**src/rtl/core/rac_pkg.sv**
```systemverilog
// ----------------------------------------------------------------------------
// rac_pkg
// shared types and constants for the rgba alpha compositor
// ----------------------------------------------------------------------------
package rac_pkg;

   localparam int unsigned CHAN_W     = 8;
   localparam int unsigned GAIN_W     = 16;
   localparam int unsigned CSR_IDX_W  = 3;
   localparam int unsigned CSR_DATA_W = 16;

   localparam logic [CHAN_W-1:0] FULL_SCALE = 8'd255;
   localparam logic [GAIN_W-1:0] GAIN_RESET = 16'd256;

   typedef enum logic [1:0] {
      MODE_FADE    = 2'd0,
      MODE_FLATTEN = 2'd1,
      MODE_COMPOSE = 2'd2
   } mode_type;

   typedef enum logic [CSR_IDX_W-1:0] {
      CSR_BLEND_MODE = 3'd0,
      CSR_FADE_GAIN  = 3'd1,
      CSR_BG_RED     = 3'd2,
      CSR_BG_GREEN   = 3'd3,
      CSR_BG_BLUE    = 3'd4
   } csr_index_type;

endpackage

```
**src/rtl/core/rac_mix.sv**
```systemverilog
// ----------------------------------------------------------------------------
// rac_mix
// one colour channel blend: floor((c0*(255-a) + c1*a) / 255)
// ----------------------------------------------------------------------------
module rac_mix
   import rac_pkg::*;
(
   input  logic [CHAN_W-1:0] c0,
   input  logic [CHAN_W-1:0] c1,
   input  logic [CHAN_W-1:0] alpha,
   output logic [CHAN_W-1:0] mixed
);

   logic [CHAN_W-1:0]     inv_alpha;
   logic [2*CHAN_W-1:0]   term0;
   logic [2*CHAN_W-1:0]   term1;
   logic [2*CHAN_W-1:0]   sum;
   logic [2*CHAN_W:0]     quot;

   // 255 - a is the bitwise complement for an 8-bit a
   assign inv_alpha = ~alpha;
   assign term0     = (2*CHAN_W)'(c0) * (2*CHAN_W)'(inv_alpha);
   assign term1     = (2*CHAN_W)'(c1) * (2*CHAN_W)'(alpha);
   assign sum       = term0 + term1;

   // exact divide by 255 for sums up to 255*255
   assign quot  = (2*CHAN_W+1)'(sum) + (2*CHAN_W+1)'(1)
                + (2*CHAN_W+1)'(sum[2*CHAN_W-1:CHAN_W]);
   assign mixed = quot[2*CHAN_W-1:CHAN_W];

endmodule

```
**src/rtl/core/rgba_alpha_compositor.sv**
```systemverilog
// ----------------------------------------------------------------------------
// rgba_alpha_compositor
// per-pixel rgba fade, flatten over background and overlay compose
// ----------------------------------------------------------------------------
// One pixel is taken per clock while req_stall is low. Each result passes
// through the input register, then the result register. The whole blend
// for a pixel sits in the single stage between those two registers: three
// 8x8 multiply pairs with their divide-by-255 correction, and the 8x16 alpha
// gain multiply. A stalled result stalls the input only when the input
// register is also full. Mode, gain and background registers are written
// through the csr port, and the user must write them only between streams;
// the block does not enforce this. Mode 3 passes the base pixel unchanged.
module rgba_alpha_compositor
   import rac_pkg::*;
(
   input  logic                  clock,
   input  logic                  reset,

   input  logic                  csr_valid,
   output logic                  csr_ready,
   input  logic [CSR_IDX_W-1:0]  csr_index,
   input  logic [CSR_DATA_W-1:0] csr_wdata,

   input  logic                  req_valid,
   output logic                  req_stall,
   input  logic [CHAN_W-1:0]     req_base_red,
   input  logic [CHAN_W-1:0]     req_base_green,
   input  logic [CHAN_W-1:0]     req_base_blue,
   input  logic [CHAN_W-1:0]     req_base_alpha,
   input  logic [CHAN_W-1:0]     req_over_red,
   input  logic [CHAN_W-1:0]     req_over_green,
   input  logic [CHAN_W-1:0]     req_over_blue,
   input  logic [CHAN_W-1:0]     req_over_alpha,

   output logic                  rsp_valid,
   input  logic                  rsp_stall,
   output logic [CHAN_W-1:0]     rsp_out_red,
   output logic [CHAN_W-1:0]     rsp_out_green,
   output logic [CHAN_W-1:0]     rsp_out_blue,
   output logic [CHAN_W-1:0]     rsp_out_alpha
);

   logic [1:0]        mode_ff;
   logic [GAIN_W-1:0] gain_ff;
   logic [CHAN_W-1:0] bg_red_ff, bg_green_ff, bg_blue_ff;

   logic              s1_valid_ff;
   logic [CHAN_W-1:0] br_ff, bg_ff, bb_ff, ba_ff;
   logic [CHAN_W-1:0] or_ff, og_ff, ob_ff, oa_ff;

   logic              s2_valid_ff;
   logic [CHAN_W-1:0] out_red_ff, out_green_ff, out_blue_ff, out_alpha_ff;
   logic [CHAN_W-1:0] out_red_in, out_green_in, out_blue_in, out_alpha_in;

   logic              s2_load;
   logic              s1_load;

   logic [CHAN_W-1:0] mix_c0_red, mix_c0_green, mix_c0_blue;
   logic [CHAN_W-1:0] mix_c1_red, mix_c1_green, mix_c1_blue;
   logic [CHAN_W-1:0] mix_alpha;
   logic [CHAN_W-1:0] mix_red, mix_green, mix_blue;

   logic [CHAN_W+GAIN_W-1:0] fade_prod;
   logic [GAIN_W-1:0]        fade_scaled;
   logic [CHAN_W-1:0]        fade_alpha;
   logic [CHAN_W:0]          alpha_sum;
   logic [CHAN_W-1:0]        sum_alpha;

   // configuration registers
   assign csr_ready = 1'b1;

   always_ff @(posedge clock) begin
      if (reset) begin
         mode_ff     <= MODE_FADE;
         gain_ff     <= GAIN_RESET;
         bg_red_ff   <= '0;
         bg_green_ff <= '0;
         bg_blue_ff  <= '0;
      end else if (csr_valid && csr_ready) begin
         case (csr_index)
            CSR_BLEND_MODE: mode_ff     <= csr_wdata[1:0];
            CSR_FADE_GAIN:  gain_ff     <= csr_wdata[GAIN_W-1:0];
            CSR_BG_RED:     bg_red_ff   <= csr_wdata[CHAN_W-1:0];
            CSR_BG_GREEN:   bg_green_ff <= csr_wdata[CHAN_W-1:0];
            CSR_BG_BLUE:    bg_blue_ff  <= csr_wdata[CHAN_W-1:0];
            default: ;
         endcase
      end
   end

   // pipeline flow
   assign s2_load   = !s2_valid_ff || !rsp_stall;
   assign req_stall = s1_valid_ff && !s2_load;
   assign s1_load   = req_valid && !req_stall;

   always_ff @(posedge clock) begin
      if (reset) begin
         s1_valid_ff <= 1'b0;
      end else if (s1_load) begin
         s1_valid_ff <= 1'b1;
      end else if (s2_load) begin
         s1_valid_ff <= 1'b0;
      end
   end

   always_ff @(posedge clock) begin
      if (s1_load) begin
         br_ff <= req_base_red;
         bg_ff <= req_base_green;
         bb_ff <= req_base_blue;
         ba_ff <= req_base_alpha;
         or_ff <= req_over_red;
         og_ff <= req_over_green;
         ob_ff <= req_over_blue;
         oa_ff <= req_over_alpha;
      end
   end

   // blend operand selection
   always_comb begin
      if (mode_ff == MODE_FLATTEN) begin
         mix_c0_red   = bg_red_ff;
         mix_c0_green = bg_green_ff;
         mix_c0_blue  = bg_blue_ff;
         mix_c1_red   = br_ff;
         mix_c1_green = bg_ff;
         mix_c1_blue  = bb_ff;
         mix_alpha    = ba_ff;
      end else begin
         mix_c0_red   = br_ff;
         mix_c0_green = bg_ff;
         mix_c0_blue  = bb_ff;
         mix_c1_red   = or_ff;
         mix_c1_green = og_ff;
         mix_c1_blue  = ob_ff;
         mix_alpha    = oa_ff;
      end
   end

   rac_mix u_mix_red (
      .c0    (mix_c0_red),
      .c1    (mix_c1_red),
      .alpha (mix_alpha),
      .mixed (mix_red)
   );

   rac_mix u_mix_green (
      .c0    (mix_c0_green),
      .c1    (mix_c1_green),
      .alpha (mix_alpha),
      .mixed (mix_green)
   );

   rac_mix u_mix_blue (
      .c0    (mix_c0_blue),
      .c1    (mix_c1_blue),
      .alpha (mix_alpha),
      .mixed (mix_blue)
   );

   // alpha paths
   assign fade_prod   = (CHAN_W+GAIN_W)'(ba_ff) * (CHAN_W+GAIN_W)'(gain_ff);
   assign fade_scaled = fade_prod[CHAN_W+GAIN_W-1:CHAN_W];
   assign fade_alpha  = (fade_scaled > GAIN_W'(FULL_SCALE)) ? FULL_SCALE
                                                            : fade_scaled[CHAN_W-1:0];
   assign alpha_sum   = (CHAN_W+1)'(ba_ff) + (CHAN_W+1)'(oa_ff);
   assign sum_alpha   = alpha_sum[CHAN_W] ? FULL_SCALE : alpha_sum[CHAN_W-1:0];

   always_comb begin
      out_red_in   = br_ff;
      out_green_in = bg_ff;
      out_blue_in  = bb_ff;
      out_alpha_in = ba_ff;
      case (mode_ff)
         MODE_FADE: begin
            out_alpha_in = fade_alpha;
         end
         MODE_FLATTEN: begin
            out_red_in   = mix_red;
            out_green_in = mix_green;
            out_blue_in  = mix_blue;
            out_alpha_in = FULL_SCALE;
         end
         MODE_COMPOSE: begin
            out_red_in   = mix_red;
            out_green_in = mix_green;
            out_blue_in  = mix_blue;
            out_alpha_in = sum_alpha;
         end
         default: ;
      endcase
   end

   // result register
   always_ff @(posedge clock) begin
      if (reset) begin
         s2_valid_ff <= 1'b0;
      end else if (s2_load) begin
         s2_valid_ff <= s1_valid_ff;
      end
   end

   always_ff @(posedge clock) begin
      if (s2_load && s1_valid_ff) begin
         out_red_ff   <= out_red_in;
         out_green_ff <= out_green_in;
         out_blue_ff  <= out_blue_in;
         out_alpha_ff <= out_alpha_in;
      end
   end

   assign rsp_valid     = s2_valid_ff;
   assign rsp_out_red   = out_red_ff;
   assign rsp_out_green = out_green_ff;
   assign rsp_out_blue  = out_blue_ff;
   assign rsp_out_alpha = out_alpha_ff;

`ifndef NO_ASSERTIONS
   // a stalled request always has a held pixel in front of it
   a_stall_has_item: assert property (@(posedge clock) disable iff (reset)
      req_stall |-> s1_valid_ff)
      else $error("request stall without a held pixel");

   // a held pixel that cannot move on stays held
   a_s1_holds: assert property (@(posedge clock) disable iff (reset)
      (s1_valid_ff && !s2_load) |=> s1_valid_ff)
      else $error("held pixel lost while result stalled");

   // a waiting result with a full input stage blocks new transfers
   a_full_blocks: assert property (@(posedge clock) disable iff (reset)
      (s2_valid_ff && rsp_stall && s1_valid_ff) |-> req_stall)
      else $error("transfer accepted into a full pipeline");

   // flatten always reports opaque alpha
   a_flatten_alpha: assert property (@(posedge clock) disable iff (reset)
      (s2_load && s1_valid_ff && mode_ff == MODE_FLATTEN)
      |=> (rsp_out_alpha == FULL_SCALE))
      else $error("flatten result alpha not opaque");
`endif

endmodule

```
**config.mk**
```make
export PLATFORM = sky130hd
export DESIGN_NAME = rgba_alpha_compositor
export DESIGN_NICKNAME = d
export VERILOG_FILES = /design/src/rtl/core/rac_pkg.sv /design/src/rtl/core/rac_mix.sv /design/src/rtl/core/rgba_alpha_compositor.sv
export SDC_FILE = /design/constraint.sdc
export NUM_CORES = 1
export LEC_CHECK = 0
export BUFFER_PORTS_ARGS = -buffer_cell sky130_fd_sc_hd__buf_2
export CAP_MARGIN = 20
export CORE_ASPECT_RATIO = 0.75
export CORE_UTILIZATION = 55
export CTS_CLUSTER_SIZE = 12
export DETAILED_ROUTE_END_ITERATION = 10
export GPL_ROUTABILITY_DRIVEN = 0
export MAX_ROUTING_LAYER = met4
export PLACE_DENSITY = 0.7
export RECOVER_POWER = 25
export SKIP_LAST_GASP = 1
export SYNTH_ARGS = -nofsm -noshare
export SYNTH_HDL_FRONTEND = slang
export SYNTH_SLANG_ARGS = --single-unit
```
**constraint.sdc**
```tcl
create_clock -name clock -period 20.1 [get_ports clock]
set_input_delay 1.005 -clock clock [delete_from_list [all_inputs] [get_ports clock]]
set_output_delay 1.005 -clock clock [all_outputs]
set_load 0.005 [all_outputs]
```
# [Yosys cells after proc, flatten, opt, wreduce, memory -nomap -nowiden]
# Index checks and enable logic that the tools add are counted.
[classes] n_eq_ne=6 magnitude_cmp=1 bitwise_logic=1 mux=15 n_reduce_logical=17 n_mul=7 addsub=10
[op_table] op="$mul 8x8->16" count=6
[op_table] op="$mux 8" count=12
[op_table] op="$add 16x1->16 const B" count=3
[op_table] op="$add 16x16->16" count=3
[op_table] op="$add 16x8->16" count=3
[op_table] op="$mul 8x16->24" count=1
[op_table] op="$pmux 8 s3" count=1
[op_table] op="$gt 16x8->1 const B" count=1
[op_table] op="$reduce_and 2->1" count=5
[op_table] op="$add 8x8->9" count=1
[op_table] op="$not 8->8" count=1
[op_table] op="$eq 3x2->1 const B" count=2
[op_table] op="$logic_not 1->1" count=4
[op_table] op="$eq 3x1->1 const B" count=1
[op_table] op="$eq 3x3->1 const B" count=1
[op_table] op="$logic_and 1x1->1" count=3
[op_table] op="$logic_not 3->1" count=1
[op_table] op="$eq 2x1->1 const B" count=1
[op_table] op="$eq 2x2->1 const B" count=1
[op_table] op="$logic_not 2->1" count=1
[op_table] op="$mux 1" count=2
[op_table] op="$reduce_bool 2->1" count=1
[op_table] op="$reduce_or 2->1" count=1
[op_table] op="$logic_or 1x1->1" count=1
[totals] wordCells=76 register_bits=140 in_bits=88

# [Logic depth before layout (Yosys ltp)]
# Gate-level depths: netlist of the first run.
[logic_depth] depth_word=8 mapped_depth=37

# [Modules after synthesis]
# Synthesis of the first run repeated with hierarchy kept, for this count alone.
[unflattened] cells_unflattened=2671 hier_area_um2=25075.3
[by_module_without_submodules] module="rgba_alpha_compositor" cells_each=968 instances=1 area_per_inst_um2=10157.2
[by_module_without_submodules] module="rac_mix at u_mix_blue" cells_each=582 instances=1 area_per_inst_um2=5052.3
[by_module_without_submodules] module="rac_mix at u_mix_green" cells_each=574 instances=1 area_per_inst_um2=5022.3
[by_module_without_submodules] module="rac_mix at u_mix_red" cells_each=547 instances=1 area_per_inst_um2=4843.4

# [Worst setup path before layout of the first run]
# Ideal clock, no wire load.
[synth_timing] path_type="register -> register" startpoint="reg mode_ff[1]" endpoint="reg out_blue_ff[7], in the netlist rsp_out_blue[7], data pin" path_slack_ps=11334 n_path_buf=5 t_arrival_ps=8495 period_less_slack_ps=8766 setup_ps=270 path_stages_with_launch=34 path_cell_list="dfxtp_1 -> inv_1 -> ha_1 -> buf_2 -> clkbuf_1 -> clkbuf_1 -> clkbuf_1 -> buf_2 -> mux2i_1 -> nor2_1 -> fa_1 -> inv_1 -> fa_1 -> inv_1 -> fa_1 -> fa_1 -> fa_1 -> inv_1 -> fa_1 -> inv_1 -> ha_1 -> or2_2 -> a21o_1 -> a311oi_1 -> xnor2_1 -> ha_1 -> nor2_1 -> a31o_2 -> a311o_1 -> nor3b_1 -> mux2i_1 -> a211oi_1 -> xnor2_1 -> a21oi_1"
[synth_via] elab_chain_len=8 elab_cells_between_ends=13 cone_classes="3 x add/sub; 2 x mul; 2 x eq/ne; 4 x mux; 1 x bitwise; 1 x reduce/logical"
[synth_rtl] item="start, declared" line="rgba_alpha_compositor.sv:43" source="logic [1:0] mode_ff;"
[synth_rtl] item="start signal, assigned" line="rgba_alpha_compositor.sv:81" source="CSR_BLEND_MODE: mode_ff <= csr_wdata[1:0];"
[synth_rtl] item="$eq 2x1->1" line="rgba_alpha_compositor.sv:121, rgba_alpha_compositor.sv:174"
[synth_rtl] item="$mux 8" line="rgba_alpha_compositor.sv:121" source="if (mode_ff == MODE_FLATTEN) begin"
[synth_rtl] item="$not 8->8" line="rac_mix.sv:21" source="assign inv_alpha = ~alpha;"
[synth_rtl] item="$mul 8x8->16" line="rac_mix.sv:22" source="assign term0 = (2*CHAN_W)'(c0) * (2*CHAN_W)'(inv_alpha);"
[synth_rtl] item="$add 16x16->16" line="rac_mix.sv:24" source="assign sum = term0 + term1;"
[synth_rtl] item="$add 16x1->16" line="rac_mix.sv:27" source="assign quot = (2*CHAN_W+1)'(sum) + (2*CHAN_W+1)'(1)"
[synth_rtl] item="$add 16x8->16" line="rac_mix.sv:28" source="+ (2*CHAN_W+1)'(sum[2*CHAN_W-1:CHAN_W]);"
[synth_rtl] item="$mux 8 *" line="rgba_alpha_compositor.sv:174" source="case (mode_ff)"
[synth_rtl] item="net out_blue_in[7]" line="rgba_alpha_compositor.sv:53" source="logic [CHAN_W-1:0] out_red_in, out_green_in, out_blue_in, out_alpha_in;"
[synth_rtl] item="end signal, assigned" line="rgba_alpha_compositor.sv:207" source="out_blue_ff <= out_blue_in;"
[synth_rtl] item="end, declared" line="rgba_alpha_compositor.sv:52" source="logic [CHAN_W-1:0] out_red_ff, out_green_ff, out_blue_ff, out_alpha_ff;"
# The timed path passes the listed nets; every way through them passes the cells marked *.
# A chain may end at the register's enable or synchronous reset.

# [Worst setup path after layout of the first run]
[layout_timing] startpoint="reg mode_ff[0]" endpoint="reg out_red_ff[7], in the netlist rsp_out_red[7], data pin"
[layout_via] elab_chain_len=8 elab_cells_between_ends=13 cone_classes="3 x add/sub; 2 x mul; 2 x eq/ne; 4 x mux; 1 x bitwise; 1 x reduce/logical"
[layout_rtl] item="$eq 2x1->1" line="rgba_alpha_compositor.sv:121, rgba_alpha_compositor.sv:174"
[layout_rtl] item="$mux 8" line="rgba_alpha_compositor.sv:121"
[layout_rtl] item="$not 8->8" line="rac_mix.sv:21"
[layout_rtl] item="$mul 8x8->16" line="rac_mix.sv:22"
[layout_rtl] item="$add 16x16->16" line="rac_mix.sv:24"
[layout_rtl] item="$add 16x1->16" line="rac_mix.sv:27"
[layout_rtl] item="$add 16x8->16" line="rac_mix.sv:28"
[layout_rtl] item="$mux 8 *" line="rgba_alpha_compositor.sv:174"
[layout_rtl] item="net out_red_in[7]" line="rgba_alpha_compositor.sv:53"
[layout_rtl] item="end signal, assigned" line="rgba_alpha_compositor.sv:205" source="out_red_ff <= out_red_in;"
[layout_rtl] item="end, declared" line="rgba_alpha_compositor.sv:52"
# Marks and branches as above.

==> results of run 1 <==
[layout make-up]
| type | instances | area [µm²] | share of cell area |
|---|---|---|---|
| Sequential cell | 140 | 3760 | 0.144 |
| Tap cell | 578 | 723 | 0.0278 |
| Clock inverter | 12 | 113 | 0.00432 |
| Multi-Input combinational cell | 1917 | 18100 | 0.696 |
| Timing Repair Buffer | 144 | 768 | 0.0295 |
| Antenna cell | 3 | 7.51 | 0.000288 |
| Inverter | 553 | 2080 | 0.0797 |
| Clock buffer | 20 | 468 | 0.0180 |
[cells in the mapped netlist (all sizes together) (11+ instances only)]
master    n  share of area
a211oi   11         0.0041
a21o     27         0.0084
a21oi    91          0.019
and2     68          0.018
and3     15         0.0039
clkbuf   85          0.014
dfxtp    44          0.036
edfxtp   96           0.12
fa      372           0.31
ha      260           0.13
inv     553          0.086
mux2     39          0.018
mux2i    69          0.028
nand2   280          0.043
nand2b   33         0.0085
nand3    21         0.0043
nor2    307          0.047
nor2b    13         0.0034
nor3     19         0.0041
o21a     16         0.0050
o21ai    44         0.0091
or2      20         0.0052
xnor2    47          0.017
xor2     20         0.0072
[routing by layer]
metal | up-vias | share of wire | GRT usage | wire, µm
met5 | - | 0 | - | 0
li1 | 8657 | - | - | -
met1 | 9411 | 0.42 | 0.400 | 27200
met3 | 155 | 0.091 | 0.0664 | 5910
met4 | 0 | 0.031 | 0.108 | 2050
met2 | 876 | 0.46 | 0.487 | 30000
[registers in the layout (all words and copies together), names as in the netlist, 8 cells and up]
name	cells
rsp_out_green	8
or_ff	8
rsp_out_red	8
bg_red_ff	8
bb_ff	8
bg_ff	8
br_ff	8
gain_ff	16
ob_ff	8
bg_blue_ff	8
oa_ff	8
og_ff	8
bg_green_ff	8
ba_ff	8
rsp_out_alpha	8
rsp_out_blue	8
[how the worst max path moves through the flow]
stage,startpoint,endpoint,slack [ns],cells after the start
after CTS,mode_ff[0],rsp_out_red[7],10.22,30
after floorplan,mode_ff[1],rsp_out_blue[7],11.33,33
after global routing,mode_ff[1],rsp_out_red[7],9.53,31
final,mode_ff[0],rsp_out_red[7],10.02,29
after global placement,mode_ff[1],rsp_out_green[3],10.54,28
after detailed placement,mode_ff[0],rsp_out_red[7],10.26,30
[cell families (layout without fill, tap and decap cells)]
logic type / count (synthesis) / after routing / synth area share
AOI/OAI and AO/OA: 283 / 283 / 0.0797
xor gates and xnor gates: 68 / 68 / 0.0251
adders and majority gates: 632 / 632 / 0.441
buffers and inverters: 645 / 729 / 0.101
DFF: 140 / 140 / 0.155
muxes: 108 / 108 / 0.0466
other: 2 / 7 / 0.000310
and+or+nand+nor: 822 / 822 / 0.152
[per-stage QoR]
step | instance area, µm² | setup slack [ns] | util | cells
floorplan | 24300 | 11.33 | - | 2702
global placement | 25500 | 10.54 | 0.586 | 3330
detailed placement | 25500 | 10.26 | 0.586 | 3330
CTS | 26000 | 10.22 | 0.599 | 3362
global route | 26100 | 9.53 | 0.600 | 3367
finish | 26100 | 10.02 | 0.600 | 3367
[worst max-delay path, delay by kind of cell, from the launching register on]
| kind | cells | cell delay, ns |
|---|---|---|
| adders and majority gates | 9 | 4.50 |
| and+or+nand+nor | 3 | 0.47 |
| buffers and inverters | 5 | 1.16 |
| AOI/OAI and AO/OA | 11 | 3.01 |
| xor gates and xnor gates | 1 | 0.16 |
| DFF | 1 | 0.44 |
==> flow_summary.ini, run 1 <==
[routing]
routedWlPerCell_um = 19.4
num_vias = 19100
first_pass_iters = 9
drtAntennaViolNets = 0
drcViolationCount = 0
wirelength_um = 65200
vias_per_cell = 5.67
drtIter0Drc = 1631

[critical_path]
endpoint_kind = register
r2r_start = mode_ff[0]
cp_data_required_time_ns = 20.29
crit_fanout = 51
cpPeakStageDelay_ns = 0.76
rr_endpoint = rsp_out_red[7]
startpoint_type = register
r2r_cells = 29
critPathKind = reg2reg
regToRegSetupSlack_ns = 10.02
path_common_cell = fa_1
cp.arrival_ns = 10.27
cp_slowest_cell = ha_4

[timing]
whs_ns = 0.460
relSlewSlack = -0.367
worst_pin_slew_ns = 2.05
clock_skew_ns = 0.0119
rsz0062_at_grt = false
setup_viol = 0
period_needed_ns = 10.08
hold_viol_final = 0
min_period_over_period = 0.501
fmaxAchievable_mhz = 99.2
drv_slew = 45
timing.setup.tns_ns = 0

[hold_path]
min_to = bg_red_ff[1]
hold_path_depth = 2
hold_path.startpoint = bg_red_ff[1]
hp-class = reg2reg

[place]
port_buffers = 121
dp_hpwl_um = 51100

[floorplan]
die-height_um = 184
core_area_um2 = 43400
start_util = 0.559
die_w_um = 245
dieArea_um2 = 45000
boundaryPins = 123
fp-row-count = 66

[clock_tree]
cts_buffers = 17
cts_tree = done
h-tree-depth = 4
cts_resized = 0
cts_setup_buffers = 0
ctsHoldBuffers = 0
clk_pin_slew_ns = 0.06
cts-root-buf = clkbuf_16
cts_buffer_depth = 2
clock-sinks = 140
clk_latency_ns = 0.47

[grt]
grt_pass1_vias = 19900
antenna_found_initial = 3
grt_max_degree = 65
grt_overflow = 0
grt_use_total = 0.311
grt_first_pass_wirelength_um = 105000

[synthesis]
avgSynthCellArea_um2 = 8.99
synth_top_flop_cell = edfxtp_1
synth_cells = 2700
ys_seq_elements = 140
yosys_warnings = 0
synth_edf_count = 96
ys_types = 82
synthArstFlopShare = 0
synth_area_um2 = 24300
ys_seq_area_frac = 0.155

[cells_and_area]
areaGrowthSynthToFinish_pct = 7.37
fill_cells = 3777
mostFrequentLayoutCells = inv_1, fa_1, nor2_1
final_common_cell = inv_1
final_net_count = 3493
layout-drive-gt1-share = 0.0919

[run_status]
failed_checks = capacitance limit, slew limit
run_status = finished with violations

[flow_run]
maxCapViolations = 1
Power of run 1 is not shown: default switching activity piles up to over one toggle a cycle in this logic, so the estimate is an artifact.
==> run 2, diff against run 1 <==
--- a/config.mk
+++ b/config.mk
@@ -5,6 +5,7 @@
 export SDC_FILE = /design/constraint.sdc
 export NUM_CORES = 1
 export LEC_CHECK = 0
+export ABC_AREA = 1
 export BUFFER_PORTS_ARGS = -buffer_cell sky130_fd_sc_hd__buf_2
 export CAP_MARGIN = 20
 export CORE_ASPECT_RATIO = 0.75
==> constraint.sdc (replaced) <==
create_clock -name clock -period 9.8 [get_ports clock]
set_input_delay 0.49 -clock clock [delete_from_list [all_inputs] [get_ports clock]]
set_output_delay 0.49 -clock clock [all_outputs]
set_load 0.005 [all_outputs]
==> run 2 against run 1 <==
Effect of this change: the flow now finishes without violations; sequential share of layout area decreased by 0.53 points; setup slack worse by 9.0 ns; highest routed layer unchanged; wire length increased by 2.5%; flip-flop and latch count did not move.
==> flow_summary.ini, run 2 <==
[run_status]
run_status = complete, no violations

[synthesis]
avgSynthCellArea_um2 = 7.64
synth_top_flop_cell = edfxtp_1
synth_edf_count = 96
netlist.top_cell.by_area = fa_1
yosys_warnings = 0
synth_area_um2 = 25200
ys_seq_elements = 140
ys_types = 49
synth_commonest_cells = inv_1, nand2_1, fa_1, nor2_1, ha_1
synth_most_common_cell = inv_1
synth.area.top_cells = fa_1, ha_1, inv_1
synthArstFlopShare = 0
synth_top_area_share = 0.295
ys_seq_area_frac = 0.149
synth_cells = 3305

[routing]
num_vias = 21200
drcViolationCount = 0
wirelength_um = 66800
drtIter0Drc = 1675
drtAntennaViolNets = 0
routedWlPerCell_um = 16.8
first_pass_iters = 8
vias_per_cell = 5.33

[critical_path]
cpPeakStageDelay_ns = 0.84
path_common_cell = nand2_1
r2r_cells = 35
critPathTopFamily = adder cells
cp_data_required_time_ns = 10.00
crit_fanout = 50
path_buf_inv = 7
r2r_start = mode_ff[1]
startpoint_type = register
critPathKind = reg2reg
regToRegSetupSlack_ns = 1.07
cp.arrival_ns = 8.93
cp_slowest_cell = clkinv_1
rr_endpoint = rsp_out_green[3]
endpoint_kind = register

[grt]
grt_use_total = 0.307
grt_pass1_vias = 21500
grt_overflow = 0
grt_max_degree = 64
antenna_found_initial = 0
grt_first_pass_wirelength_um = 110000

[place]
pre_cts_ws_ns = 1.25
place_inst = 3946
dp_hpwl_um = 54000
port_buffers = 121

[timing]
relSlewSlack = 0.285
setup_slack_ns = 1.07
setup_viol = 0
hold_viol_final = 0
clock_skew_ns = 0.0238
fmaxAchievable_mhz = 115
min_period_over_period = 0.891
timing.setup.tns_ns = 0
worst_pin_slew_ns = 1.07
rsz0062_at_grt = false
period_needed_ns = 8.73
drv_slew = 0

[cells_and_area]
final_cells = 3979
regMostFlops = gain_ff
largest_reg_flops = 16
n_antenna_cell = 0
final_common_cell = inv_1
areaGrowthSynthToFinish_pct = 7.13
mostFrequentLayoutCells = inv_1, nand2_1, fa_1
layout-drive-gt1-share = 0.0778
final_net_count = 4100

[floorplan]
die_w_um = 249
core_area_um2 = 44900
fp-row-count = 67
boundaryPins = 123
die-height_um = 188
dieArea_um2 = 46800
start_util = 0.562

[clock_tree]
cts_buffers = 17
cts_setup_buffers = 0
cts_buffer_depth = 2
clock-sinks = 140
h-tree-depth = 4
ctsHoldBuffers = 0
cts-root-buf = clkbuf_16
cts_resized = 0
cts_tree = done
clk_latency_ns = 0.48
clk_pin_slew_ns = 0.08

[hold_path]
min_to = oa_ff[5]
hold_path.startpoint = req_over_alpha[5]
hp-class = in2reg
hold_path_depth = 1

[flow_run]
maxCapViolations = 0
run 2: cell types whose count changed after synthesis, moves of 57 or more:
cell,delta
nor2_1,+61
inv_1,+281
nand2_1,+427
mux2i_1,-69
o21ai_0,+57
and2_1,-68
nand3_1,+82
run 2: layout make-up:
type	instances	area, µm²
multi-input cells	2229	18000
fillers	4060	17900
flip-flops and latches	140	3760
inverters	848	3190
repair buffers	144	795
well taps	586	733
clock buffers	17	425
clock inverters	15	153
run 2: worst max-delay path by stage:
stage,end,depth (start not counted),start
after floorplan,rsp_out_red[4],40,mode_ff[1]
after global placement,rsp_out_red[4],39,mode_ff[1]
after detailed placement,rsp_out_green[3],35,mode_ff[1]
after CTS,rsp_out_green[3],35,mode_ff[1]
after global routing,rsp_out_green[1],36,mode_ff[1]
final,rsp_out_green[3],35,mode_ff[1]
run 2: logic make-up (layout without fill, tap and decap cells):
family                     Yosys count  after routing  synth area share
and+or+nand+nor                   1299           1299             0.214
buffers and inverters              938           1024             0.141
adders and majority gates          632            632             0.424
AOI/OAI and AO/OA                  244            244            0.0524
DFF                                140            140             0.149
xor gates and xnor gates            50             50            0.0200
other                                2              4          0.000297
run 2: metal layers:
layer  vias up  track usage  routed length [µm]
li1      10000            -                   -
met1     10200        0.412               28900
met2       894        0.470               29900
met3       137       0.0630                6240
met4         0       0.0924                1700
met5         -            -                   0
run 2: per-stage QoR:
step,utilization,area [µm²],hold slack [ns]
after floorplan,-,25300,0.423
after global placement,0.589,26400,0.443
after detailed placement,0.589,26400,0.443
after CTS,0.601,27000,0.166
after global routing,0.602,27000,0.174
final,0.602,27000,0.183
Power of run 2 is left out for the same reason.
